--- src/assert_macros.svh ---
// ---------------------------------------------------------------------------
// assert_macros.svh
// Assertion shorthands for the crossover detector blocks.
// ---------------------------------------------------------------------------
`ifndef ASSERT_MACROS_SVH
`define ASSERT_MACROS_SVH

// Concurrent implication checked on every rising clk edge, off while in reset.
`define SMAC_ASSERT(label, prop, msg) \
    label: assert property (@(posedge clk) disable iff (!rst_n) prop) \
        else $error(msg);

// Trigger this cycle, property in the next cycle.
`define SMAC_ASSERT_NEXT(label, trig, prop, msg) \
    label: assert property (@(posedge clk) disable iff (!rst_n) trig |=> prop) \
        else $error(msg);

`endif

--- src/smac_pkg.sv ---
// ---------------------------------------------------------------------------
// smac_pkg
// Shared types and constants for the moving average crossover detector.
// ---------------------------------------------------------------------------
package smac_pkg;

    localparam int MAX_WINDOW_DEF = 256;
    localparam int PRICE_BITS_DEF = 32;

    localparam int SHORT_W    = 8;
    localparam int LONG_W     = 9;
    localparam int CFG_DATA_W = 9;
    localparam int PRICE_IN_W = 32;

    localparam logic [SHORT_W-1:0] SHORT_RST = 8'd5;
    localparam logic [LONG_W-1:0]  LONG_RST  = 9'd20;

    typedef enum logic [0:0] {
        REG_SHORT = 1'b0,
        REG_LONG  = 1'b1
    } reg_idx_t;

    typedef enum logic [1:0] {
        REL_EQUAL = 2'd0,
        REL_BELOW = 2'd1,
        REL_ABOVE = 2'd2
    } rel_t;

    typedef enum logic [1:0] {
        SIG_NONE = 2'd0,
        SIG_BUY  = 2'd1,
        SIG_SELL = 2'd2
    } sig_t;

    // per-bar control that travels down the pipe
    typedef struct packed {
        logic               bad;
        logic               warm;
        logic               drop_short;
        logic               drop_long;
        logic [SHORT_W-1:0] short_count;
        logic [LONG_W-1:0]  long_count;
    } bar_ctl_t;

endpackage

--- src/smac_sums.sv ---
// ---------------------------------------------------------------------------
// smac_sums
// Running totals of the short and long windows, one bar per cycle while the next stage is ready.
// ---------------------------------------------------------------------------
module smac_sums #(
    parameter int MAX_WINDOW = smac_pkg::MAX_WINDOW_DEF,
    parameter int PRICE_BITS = smac_pkg::PRICE_BITS_DEF
) (
    input  logic                              clk,
    input  logic                              rst_n,
    input  logic                              clear,
    input  logic                              s1_valid,
    output logic                              s1_ready,
    input  smac_pkg::bar_ctl_t                s1_ctl,
    input  logic [PRICE_BITS-1:0]             s1_price,
    input  logic [PRICE_BITS-1:0]             s1_old_short,
    input  logic [PRICE_BITS-1:0]             s1_old_long,
    output logic                              s2_valid,
    input  logic                              s2_ready,
    output smac_pkg::bar_ctl_t                s2_ctl,
    output logic [PRICE_BITS+$clog2(MAX_WINDOW)-1:0] short_total,
    output logic [PRICE_BITS+$clog2(MAX_WINDOW)-1:0] long_total
);

    localparam int TW = PRICE_BITS + $clog2(MAX_WINDOW);

    logic              s2_valid_reg;
    smac_pkg::bar_ctl_t s2_ctl_reg;
    logic [TW-1:0]     short_total_reg;
    logic [TW-1:0]     long_total_reg;
    logic [TW-1:0]     short_total_next;
    logic [TW-1:0]     long_total_next;
    logic              take;

    assign s1_ready = !s2_valid_reg || s2_ready;
    assign take     = s1_valid && s1_ready;

    always_comb
    begin
        short_total_next = short_total_reg + TW'(s1_price)
                         - (s1_ctl.drop_short ? TW'(s1_old_short) : '0);
        long_total_next  = long_total_reg + TW'(s1_price)
                         - (s1_ctl.drop_long ? TW'(s1_old_long) : '0);
    end

    always_ff @(posedge clk or negedge rst_n)
    begin
        if (!rst_n)
        begin
            s2_valid_reg    <= 1'b0;
            short_total_reg <= '0;
            long_total_reg  <= '0;
        end
        else
        begin
            if (s1_ready)
            begin
                s2_valid_reg <= s1_valid;
            end
            if (clear)
            begin
                short_total_reg <= '0;
                long_total_reg  <= '0;
            end
            else if (take && !s1_ctl.bad)
            begin
                short_total_reg <= short_total_next;
                long_total_reg  <= long_total_next;
            end
        end
    end

    always_ff @(posedge clk)
    begin
        if (take)
        begin
            s2_ctl_reg <= s1_ctl;
        end
    end

    assign s2_valid    = s2_valid_reg;
    assign s2_ctl      = s2_ctl_reg;
    assign short_total = short_total_reg;
    assign long_total  = long_total_reg;

endmodule

--- config.mk ---
export PLATFORM = sky130hd
export DESIGN_NAME = smac_sums
export DESIGN_NICKNAME = d
export VERILOG_FILES = /design/src/assert_macros.svh /design/src/smac_pkg.sv /design/src/smac_sums.sv
export SDC_FILE = /design/constraint.sdc
export NUM_CORES = 1
export LEC_CHECK = 0
export BUFFER_PORTS_ARGS = -buffer_cell sky130_fd_sc_hd__buf_2
export CORE_MARGIN = 2
export CORE_UTILIZATION = 40
export DETAILED_ROUTE_END_ITERATION = 6
export PLACE_DENSITY_LB_ADDON = 0.08
export SLEW_MARGIN = 20
export SYNTH_ARGS = -nofsm -noshare
export SYNTH_HDL_FRONTEND = slang
export SYNTH_SLANG_ARGS = --single-unit
export TNS_END_PERCENT = 20
--- constraint.sdc ---
create_clock -name clk -period 8.2 [get_ports clk]
set_input_delay 1.23 -clock clk [delete_from_list [all_inputs] [get_ports clk]]
set_output_delay 1.23 -clock clk [all_outputs]
set_load 0.005 [all_outputs]
==> impl_metrics.tcl <==
set metrics [dict create \
    power.internal_mw 1.47 \
    synth_ff_type "dfrtp_1" \
    cts_sinks 102 \
    multi_input_area_um2 6780 \
    hold_path.class "reg2reg" \
    ios 225 \
    critPathKind "in2reg" \
    detailed_place_hpwl_mm 25.0 \
    vias 9523 \
    initial_core_util 0.406 \
    finalNonFillerCells 1864 \
    dieArea_um2 27700 \
    drt_wl_total_mm 31.7 \
    nFillCells 2732 \
    tightest_slew_ns 0.901 \
    globalRouteTotalUtil 0.232 \
    syn_to_final_growth_pct 16.6 \
    wl_met2_mm 14.3 \
    clkPwrFrac 0.183 \
    drc 0 \
    syn_nets 1591 \
    yosys_warnings 0 \
    setup_tns_ns 0 \
    finalHoldViolations 0 \
    place_inst 1845 \
    async_flop_share 0.794 \
    yosysUniqueCellTypes 72 \
    powerDensity_nw_per_um2 218 \
    outcome "finished, final reports clean" \
    highest_layer "met4" \
    regArea_um2 2660 \
    core_um2 26000 \
    ir_drop_v 0.0000939 \
    maxCapViolCount 0 \
    clockBufferDepth 2 \
    grt_pass1_vias 9608 \
    netlist_instances 1325 \
    cp.arrival_ns 5.01 \
    cp.required_ns 8.47 \
    worst-path-buf-inv 1 \
    synth-compound-area-share 0.197 \
    synth_xor_area_frac 0.0548 \
    cts_resized 0 \
    numCtsBuffers 9 \
    cts_root_buf "clkbuf_16" \
    synth-simple-area-share 0.172 \
    critPathMaxStageDelay_ns 0.50 \
    pwr-share-seq 0.232 \
    fin_crit_sh 0.579 \
    cts_setup_buffers 0 \
    drt_pass1_iterations 5 \
    path_cells "buf_2 > and2_1 > fa_1 > fa_1 > and2b_1 > o2111ai_1 > a21boi_1 > a311o_1 > a21oi_1 > o21ai_2 > a21boi_1 > or4_1 > o311ai_1" \
    final_util 0.473 \
    port-buffer-count 224 \
    cp_top_family "compound AO/OA/AOI/OAI gates" \
    power.leakage_nw 6.25 \
    wl_met1_mm 15.3 \
    syn_area_um2 10500 \
    ctsHoldBuffers 0 \
    die_y_um 166 \
    ant_nets 0 \
    syn_avg_cell_area_um2 7.96 \
    ys_seq_area_frac 0.252 \
    drv_slew 0 \
    synth_fa_ha_area_frac 0.216 \
    synth_seq_cells 102 \
    drt-vias-per-instance 5.11 \
    antenna_found_initial 3 \
    cts_tree "done" \
    comb_power_share 0.585 \
    rsz0062_at_grt "false" \
    place.gp.congestion 0.884 \
    die_w_um 166 \
    setup_viol 0 \
    drtIter0Drc 509 \
    htreeDepth 3 \
    grt_pass1_wl_mm 51.1 \
    fin_skew_ns 0.0181 \
    clkLatencyLatePin_ns 0.37 \
    cp-start-kind "input pin" \
    relSlewSlack 0.398 \
    max_freq_ghz 0.211 \
    crit_path_top_delay_cell "buf_2" \
    grt_max_degree 70 \
    clk_pin_slew_worst_paths_ns 0.10 \
    synth-edff-count 21 \
    critical_path.max_fanout 33 \
    grt_overflow 0 \
    wl_per_cell_um 17.0 \
    fin_crit_ns 4.75 \
    fin_nets 1787 \
    power_switching_mw 1.22 \
    layout_common_cells "253 x inv_1, 223 x buf_2, 169 x nand2_1, 137 x a21oi_1, 81 x dfrtp_1" \
    synth_top_family_by_area "adder cells" \
    rows 59 \
    final_common_cell "inv_1" \
    synthMuxAreaShare 0.00190 \
    netSwitchingFraction 0.453 \
    cp-end-kind "register" \
    route.met3.wl_mm 1.62 \
    layout-drive-gt1-share 0.176 \
]
==> stage by stage <==
| step | power [mW] | cell area (um2) | hold WS, ns | setup WS (ns) |
|---|---|---|---|---|
| after floorplan | 1.79 | 10500 | 0.501 | 3.84 |
| after global placement | 2.20 | 12000 | 0.504 | 3.15 |
| after detailed placement | 2.19 | 12000 | 0.500 | 3.10 |
| after CTS | 2.70 | 12300 | 0.525 | 3.47 |
| after global routing | 2.93 | 12300 | 0.558 | 3.15 |
| final | 2.68 | 12300 | 0.521 | 3.45 |
==> power by group through the flow <==
| stage | Combinational (mW) | Sequential (mW) | Clock (mW) |
|---|---|---|---|
| final | 1.57 | 0.622 | 0.492 |
| after global routing | 1.78 | 0.631 | 0.527 |
| after CTS | 1.57 | 0.623 | 0.507 |
| after detailed placement | 1.56 | 0.633 | 0 |
| after global placement | 1.56 | 0.632 | 0 |
| after floorplan | 1.17 | 0.626 | 0 |
==> worst register-to-register path, cell delays in order, from the launching register on <==
cell	delay, ns
dfrtp_1	0.39
inv_1	0.07
fa_1	0.50
fa_1	0.45
and2b_1	0.24
o2111ai_1	0.15
a21boi_1	0.39
a311o_1	0.28
a21oi_1	0.13
o21ai_2	0.29
a21boi_1	0.13
or4_1	0.42
o311ai_1	0.10
==> per-layer routing <==
metal	vias to the layer above	track usage
li1	4755	-
met1	4506	0.331
met2	237	0.369
met3	25	0.0381
met4	0	0.0536
met5	-	0
==> cells in the mapped netlist (15+ instances only) <==
cell      instances  share of area
nand3_1          20         0.0095
clkbuf_1         41          0.015
a21o_1           28          0.020
xnor2_1          40          0.033
nor3_1           15         0.0071
fa_1             64           0.12
inv_1           253          0.090
edfxtp_1         21          0.060
and2_1           70          0.042
o21ai_1          31          0.015
o21ai_0          33          0.016
xor2_1           26          0.022
nand2_1         169          0.060
a21oi_1         137          0.065
dfrtp_1          81           0.19
ha_1             80          0.095
nor2_1           49          0.017
==> cells by family (layout without fill, tap and decap cells) <==
| logic type | count (synthesis) | count (layout) |
|---|---|---|
| xor+xnor | 66 | 66 |
| simple gates | 381 | 381 |
| buf+inv | 298 | 499 |
| compound gates | 332 | 332 |
| mux | 2 | 2 |
| other cells | 0 | 3 |
| flops | 102 | 102 |
| fa+ha+maj | 144 | 144 |
==> worst paths after layout <==
kind	cells after the start	startpoint	end	slack [ns]
worst max-delay path	13	s1_ctl[17]	long_total[28]	3.45
worst min-delay path	2	long_total[38]	long_total[38]	0.52
worst max register to register	12	long_total[1]	long_total[28]	4.58
worst min register to register	2	long_total[38]	long_total[38]	0.52
max in group asynchronous	2	rst_n	short_total[22]	6.27
min in group asynchronous	1	rst_n	long_total[29]	0.76
==> area by class of cell <==
type,instances,area share
multi-input cells,925,0.551
well taps,335,0.0341
clock buffers,9,0.0183
flip-flops and latches,102,0.216
clock inverters,7,0.00783
diodes,3,0.000610
inverters,254,0.0775
repair buffers,229,0.0944
(Power assumes the default switching activity.)
