[src/assert_macros.svh]
// ---------------------------------------------------------------------------
// assert_macros.svh
// Assertion shorthands for the crossover detector blocks.
// ---------------------------------------------------------------------------
`ifndef ASSERT_MACROS_SVH
`define ASSERT_MACROS_SVH

// Concurrent implication checked on every rising clk edge, off while in reset.
`define SMAC_ASSERT(label, prop, msg) \
    label: assert property (@(posedge clk) disable iff (!rst_n) prop) \
        else $error(msg);

// Trigger this cycle, property in the next cycle.
`define SMAC_ASSERT_NEXT(label, trig, prop, msg) \
    label: assert property (@(posedge clk) disable iff (!rst_n) trig |=> prop) \
        else $error(msg);

`endif

[src/smac_pkg.sv]
// ---------------------------------------------------------------------------
// smac_pkg
// Shared types and constants for the moving average crossover detector.
// ---------------------------------------------------------------------------
package smac_pkg;

    localparam int MAX_WINDOW_DEF = 256;
    localparam int PRICE_BITS_DEF = 32;

    localparam int SHORT_W    = 8;
    localparam int LONG_W     = 9;
    localparam int CFG_DATA_W = 9;
    localparam int PRICE_IN_W = 32;

    localparam logic [SHORT_W-1:0] SHORT_RST = 8'd5;
    localparam logic [LONG_W-1:0]  LONG_RST  = 9'd20;

    typedef enum logic [0:0] {
        REG_SHORT = 1'b0,
        REG_LONG  = 1'b1
    } reg_idx_t;

    typedef enum logic [1:0] {
        REL_EQUAL = 2'd0,
        REL_BELOW = 2'd1,
        REL_ABOVE = 2'd2
    } rel_t;

    typedef enum logic [1:0] {
        SIG_NONE = 2'd0,
        SIG_BUY  = 2'd1,
        SIG_SELL = 2'd2
    } sig_t;

    // per-bar control that travels down the pipe
    typedef struct packed {
        logic               bad;
        logic               warm;
        logic               drop_short;
        logic               drop_long;
        logic [SHORT_W-1:0] short_count;
        logic [LONG_W-1:0]  long_count;
    } bar_ctl_t;

endpackage

[src/smac_cross.sv]
// ---------------------------------------------------------------------------
// smac_cross
// Cross-multiplied comparison of the averages, crossover decision and
// result register.
// ---------------------------------------------------------------------------
`include "assert_macros.svh"

module smac_cross #(
    parameter int MAX_WINDOW = smac_pkg::MAX_WINDOW_DEF,
    parameter int PRICE_BITS = smac_pkg::PRICE_BITS_DEF
) (
    input  logic                              clk,
    input  logic                              rst_n,
    input  logic                              clear,
    input  logic                              s2_valid,
    output logic                              s2_ready,
    input  smac_pkg::bar_ctl_t                s2_ctl,
    input  logic [PRICE_BITS+$clog2(MAX_WINDOW)-1:0] short_total,
    input  logic [PRICE_BITS+$clog2(MAX_WINDOW)-1:0] long_total,
    output logic                              out_valid,
    input  logic                              out_ready,
    output logic [1:0]                        signal,
    output logic                              in_position,
    output logic                              warmed_up,
    output logic                              config_error
);

    localparam int TW = PRICE_BITS + $clog2(MAX_WINDOW);
    localparam int PW = TW + smac_pkg::LONG_W;

    logic               s3_valid_reg;
    smac_pkg::bar_ctl_t s3_ctl_reg;
    logic [PW-1:0]      short_prod_reg;
    logic [PW-1:0]      long_prod_reg;
    logic               out_en;
    logic               take;

    smac_pkg::rel_t     prev_relation_reg;
    smac_pkg::rel_t     rel_next;
    logic               holding_reg;
    logic               holding_next;
    smac_pkg::sig_t     signal_next;
    smac_pkg::sig_t     signal_reg;
    logic               out_valid_reg;
    logic               in_position_reg;
    logic               warmed_up_reg;
    logic               config_error_reg;

    assign out_en   = !out_valid_reg || out_ready;
    assign s2_ready = !s3_valid_reg || out_en;
    assign take     = s2_valid && s2_ready;

    // short avg vs long avg: short_total * long_count vs long_total * short_count
    always_ff @(posedge clk)
    begin
        if (take)
        begin
            short_prod_reg <= PW'(short_total) * PW'(s2_ctl.long_count);
            long_prod_reg  <= PW'(long_total) * PW'(s2_ctl.short_count);
            s3_ctl_reg     <= s2_ctl;
        end
    end

    always_comb
    begin
        if (short_prod_reg > long_prod_reg)
        begin
            rel_next = smac_pkg::REL_ABOVE;
        end
        else if (short_prod_reg < long_prod_reg)
        begin
            rel_next = smac_pkg::REL_BELOW;
        end
        else
        begin
            rel_next = smac_pkg::REL_EQUAL;
        end

        signal_next  = smac_pkg::SIG_NONE;
        holding_next = holding_reg;
        if (!s3_ctl_reg.bad && s3_ctl_reg.warm)
        begin
            if (prev_relation_reg != smac_pkg::REL_ABOVE && rel_next == smac_pkg::REL_ABOVE)
            begin
                signal_next  = smac_pkg::SIG_BUY;
                holding_next = 1'b1;
            end
            else if (prev_relation_reg != smac_pkg::REL_BELOW &&
                     rel_next == smac_pkg::REL_BELOW)
            begin
                signal_next  = smac_pkg::SIG_SELL;
                holding_next = 1'b0;
            end
        end
    end

    always_ff @(posedge clk or negedge rst_n)
    begin
        if (!rst_n)
        begin
            s3_valid_reg      <= 1'b0;
            out_valid_reg     <= 1'b0;
            prev_relation_reg <= smac_pkg::REL_EQUAL;
            holding_reg       <= 1'b0;
        end
        else
        begin
            if (s2_ready)
            begin
                s3_valid_reg <= s2_valid;
            end
            if (out_en)
            begin
                out_valid_reg <= s3_valid_reg;
            end
            if (clear)
            begin
                prev_relation_reg <= smac_pkg::REL_EQUAL;
            end
            else if (s3_valid_reg && out_en && !s3_ctl_reg.bad)
            begin
                prev_relation_reg <= rel_next;
                holding_reg       <= holding_next;
            end
        end
    end

    always_ff @(posedge clk)
    begin
        if (s3_valid_reg && out_en)
        begin
            signal_reg       <= signal_next;
            in_position_reg  <= holding_next;
            warmed_up_reg    <= s3_ctl_reg.warm && !s3_ctl_reg.bad;
            config_error_reg <= s3_ctl_reg.bad;
        end
    end

    assign out_valid    = out_valid_reg;
    assign signal       = signal_reg;
    assign in_position  = in_position_reg;
    assign warmed_up    = warmed_up_reg;
    assign config_error = config_error_reg;

    `SMAC_ASSERT(a_buy_sets_position, out_valid_reg && signal_reg == smac_pkg::SIG_BUY |-> in_position_reg, "buy without position")
    `SMAC_ASSERT(a_sell_clears_position, out_valid_reg && signal_reg == smac_pkg::SIG_SELL |-> !in_position_reg, "sell with position held")
    `SMAC_ASSERT(a_cfg_error_quiet, out_valid_reg && config_error_reg |-> signal_reg == smac_pkg::SIG_NONE && !warmed_up_reg, "signal on bad windows")
    `SMAC_ASSERT_NEXT(a_result_lands, s3_valid_reg && out_en, out_valid_reg, "result lost at output")

endmodule

[config.mk]
export PLATFORM = sky130hd
export DESIGN_NAME = smac_cross
export DESIGN_NICKNAME = d
export VERILOG_FILES = /design/src/smac_pkg.sv /design/src/smac_cross.sv
export VERILOG_INCLUDE_DIRS = /design/src /design/src/src
export SDC_FILE = /design/constraint.sdc
export NUM_CORES = 2
export LEC_CHECK = 0
export BUFFER_PORTS_ARGS = -buffer_cell sky130_fd_sc_hd__buf_2
export CORE_MARGIN = 8
export CORE_UTILIZATION = 60
export DETAILED_ROUTE_END_ITERATION = 7
export PLACE_DENSITY = 0.87
export SETUP_SLACK_MARGIN = 0.1
export SLEW_MARGIN = 10
export SYNTH_ARGS = -nofsm -noshare
export SYNTH_HDL_FRONTEND = slang
export SYNTH_SLANG_ARGS = --single-unit
[constraint.sdc]
create_clock -name clk -period 3.6 [get_ports clk]
set_input_delay 0.18 -clock clk [delete_from_list [all_inputs] [get_ports clk]]
set_output_delay 0.18 -clock clk [all_outputs]
set_load 0.03 [all_outputs]
==> flow_summary.ini <==
[layout]
drive_gt1_frac = 0.2898
largest_reg_flops = 49
layout_common_cells = inv_1 (523), fa_1 (475), and2_1 (434), buf_4 (425), nand2_1 (241)
nets = 4087
synthToLayoutAreaGrowth_pct = 30.29
final_common_cell = inv_1

[drt]
vias = 26950
drt-initial-drc-count = 4813
postRouteAntennaNets = 0
drt_pass1_iterations = 8
drc = 2
wire_per_inst_um = 30.69
wirelength_um = 118600
viasPerCell = 6.971

[critical_path]
slowest_stage = fa_2
worst-path-max-fanout = 6
critPathTopFamily = adder cells
startpoint_type = input pin
r2r-end = in_position$_DFFE_PP_
max_stage_delay_ns = 0.89
r2r_slack_ns = -1.50
worstReg2RegStart = long_prod_reg[30]$_DFFE_PP_
crit_cells = 20
ff2ff_path_depth = 8
worstSetupPathType = input pin to flip-flop
worst-path-buf-inv = 6
required_ns = 3.69
cp-end-kind = flip-flop
crit_chain = buf_12, buf_16, nand2_1, fa_2, inv_1, fa_1, fa_1, inv_1, fa_1, inv_1, ha_4, and2_4, and4_4, a22oi_2, inv_2, a211oi_2, o21bai_1, or4_1, a31oi_2, xnor2_1
worst_ep_arrival_time_ns = 6.02

[clock_network]
cts_buffers = 9
clk_latency_ns = 0.37
cts_buffer_depth = 2
cts.clk_slew.worst_paths_ns = 0.08
cts_tree = built
cts_sinks = 109
cts-root-buf = clkbuf_16
htree_levels = 3

[sta]
skew_ns = 0.01733
final-setup-viol-count = 85
grt_setup_unrepaired = yes
min_period_ns = 5.925
slew_viol_final = 3
tightest_slew_ns = 2.406
fin_ws_ns = -2.325
slew_headroom = -0.6189
max_freq_mhz = 168.8
hold_viol_final = 0
fin_crit_sh = 1.646

[worst_hold_path]
holdPathStages = 1
hold_start = s2_ctl[20]
hold_end = s3_ctl_reg[20]$_DFFE_PP_
min_path_type = input pin to flip-flop

[synthesis]
synth_cells = 2767
ys_seq_elements = 109
yosys_warnings = 0
avgSynthCellArea_um2 = 9.281
synth_seq_area_share = 0.1265
ys.flop_type = edfxtp_1
synth_cell_types = 61
synth_edf_count = 104
synth-async-reset-ratio = 0.04587
syn_nets = 3553
syn_area_mm2 = 0.02568

[placed_design]
hpwl_um = 53880
port_buffers = 110
gp_congestion = 0.8969
pre_cts_ws_ns = -1.649

[floorplan]
rows = 76
start_util = 0.6015
fp.dieW_um = 222.9
ios = 113
die_h_um = 222.9
core-area_mm2 = 0.04270
die-area_mm2 = 0.04968

[global_routing]
grt-ovfl-total = 0
grt_max_degree = 40
grt_pass1_vias = 27170
grt_pass1_wl_um = 140000
antenna_found_initial = 15
grt_usage = 0.3539

[run_status]
violations = design-rule violations, max-capacitance violations, max-slew violations, negative setup slack
status = finished, violations left

[run]
drv_cap = 1
cell type report:
type / count / area [um2]
multi-input combinational: 2003 / 21820
fill: 1934 / 9238
timing repair buffer: 623 / 5265
sequential: 109 / 3248
inverter: 555 / 2086
tap: 546 / 683.2
clock buffer: 9 / 225.2
clock inverter: 7 / 97.59
antenna: 14 / 35.03
worst max-delay path by stage:
stage / from / end / slack [ns]
2_1_floorplan: s2_ctl[8] / short_prod_reg[33]$_DFFE_PP_ / -1.23
3_3_place_gp: s2_ctl[11] / long_prod_reg[47]$_DFFE_PP_ / -1.44
3_5_place_dp: s2_ctl[0] / short_prod_reg[42]$_DFFE_PP_ / -1.65
4_1_cts: s2_ctl[16] / long_prod_reg[45]$_DFFE_PP_ / -1.24
5_1_grt: s2_ctl[3] / short_prod_reg[33]$_DFFE_PP_ / -2.35
6_report: s2_ctl[1] / short_prod_reg[33]$_DFFE_PP_ / -2.33
synthesized netlist by cell type, types with 3 or more instances:
library cell | count | area share
o22ai_1 | 3 | 0.00073
clkbuf_1 | 94 | 0.014
or3_1 | 6 | 0.0015
a2111oi_0 | 3 | 0.0010
a41oi_1 | 9 | 0.0031
a221oi_1 | 3 | 0.0010
nor3_1 | 10 | 0.0019
xnor2_1 | 59 | 0.020
nor2_1 | 51 | 0.0075
nor4_1 | 4 | 0.00097
o31ai_1 | 6 | 0.0018
fa_1 | 495 | 0.39
or2_2 | 6 | 0.0015
a21oi_1 | 106 | 0.021
nand2b_1 | 9 | 0.0022
edfxtp_1 | 104 | 0.12
a211oi_1 | 9 | 0.0026
o21ai_0 | 49 | 0.0095
o211ai_1 | 9 | 0.0026
a211o_1 | 7 | 0.0024
a31oi_1 | 14 | 0.0034
a311oi_1 | 3 | 0.0010
nand4_1 | 25 | 0.0061
dfrtp_1 | 5 | 0.0049
nor2b_1 | 12 | 0.0029
o21bai_1 | 18 | 0.0053
o21a_1 | 11 | 0.0032
nand3_1 | 32 | 0.0062
and4_1 | 3 | 0.0010
ha_1 | 185 | 0.090
and3_1 | 9 | 0.0022
a21o_1 | 57 | 0.017
xor2_1 | 25 | 0.0085
nand2_1 | 268 | 0.039
o2111ai_1 | 5 | 0.0017
buf_1 | 5 | 0.00073
and2_1 | 465 | 0.11
inv_1 | 555 | 0.081
through the flow:
step | TNS, ns | instances | instance area [um2] | hold WS, ns | util
floorplan | -46.76 | 2767 | 26460 | -0.1156 | -
global placement | -81.77 | 3746 | 30340 | -0.001168 | 0.7107
detailed placement | -92.93 | 3746 | 30340 | 0.001546 | 0.7107
CTS | -55.19 | 3801 | 32250 | 0.003883 | 0.7553
global route | -123.11 | 3858 | 33440 | 0.002364 | 0.7832
finish | -119.19 | 3866 | 33460 | 0.006858 | 0.7836
what timing repair did:
item	CTS	global route
resized for setup	242	191
hold buffers	2	0
pin swaps	133	139
setup buffers	33	58
hold endpoints to repair	6	0
endpoints found under the setup margin	79	82
gates cloned	7	2
kinds of logic (layout without fill, tap and decap cells):
kind of cell,count (synthesis),after routing,share of synthesized area
AO/OA/AOI/OAI,329,329,0.08332
XOR/XNOR,84,84,0.02865
adder cells (fa/ha/maj),680,680,0.4760
buffers and inverters,655,1194,0.09579
flip-flops,109,109,0.1265
multiplexers,2,2,0.0008770
other,0,14,0
AND/OR/NAND/NOR,908,908,0.1889
routing by layer:
layer	track usage	wire [um]	vias to the layer above
met3	0.1001	20600	1526
met4	0.2768	15010	36
li1	-	-	9676
met1	0.3678	32810	12470
met2	0.6006	49250	3244
met5	0	960	-
Power is left out: the tool's default activity adds up to more than one toggle a clock period on the data nets, which glitch-free logic cannot reach.
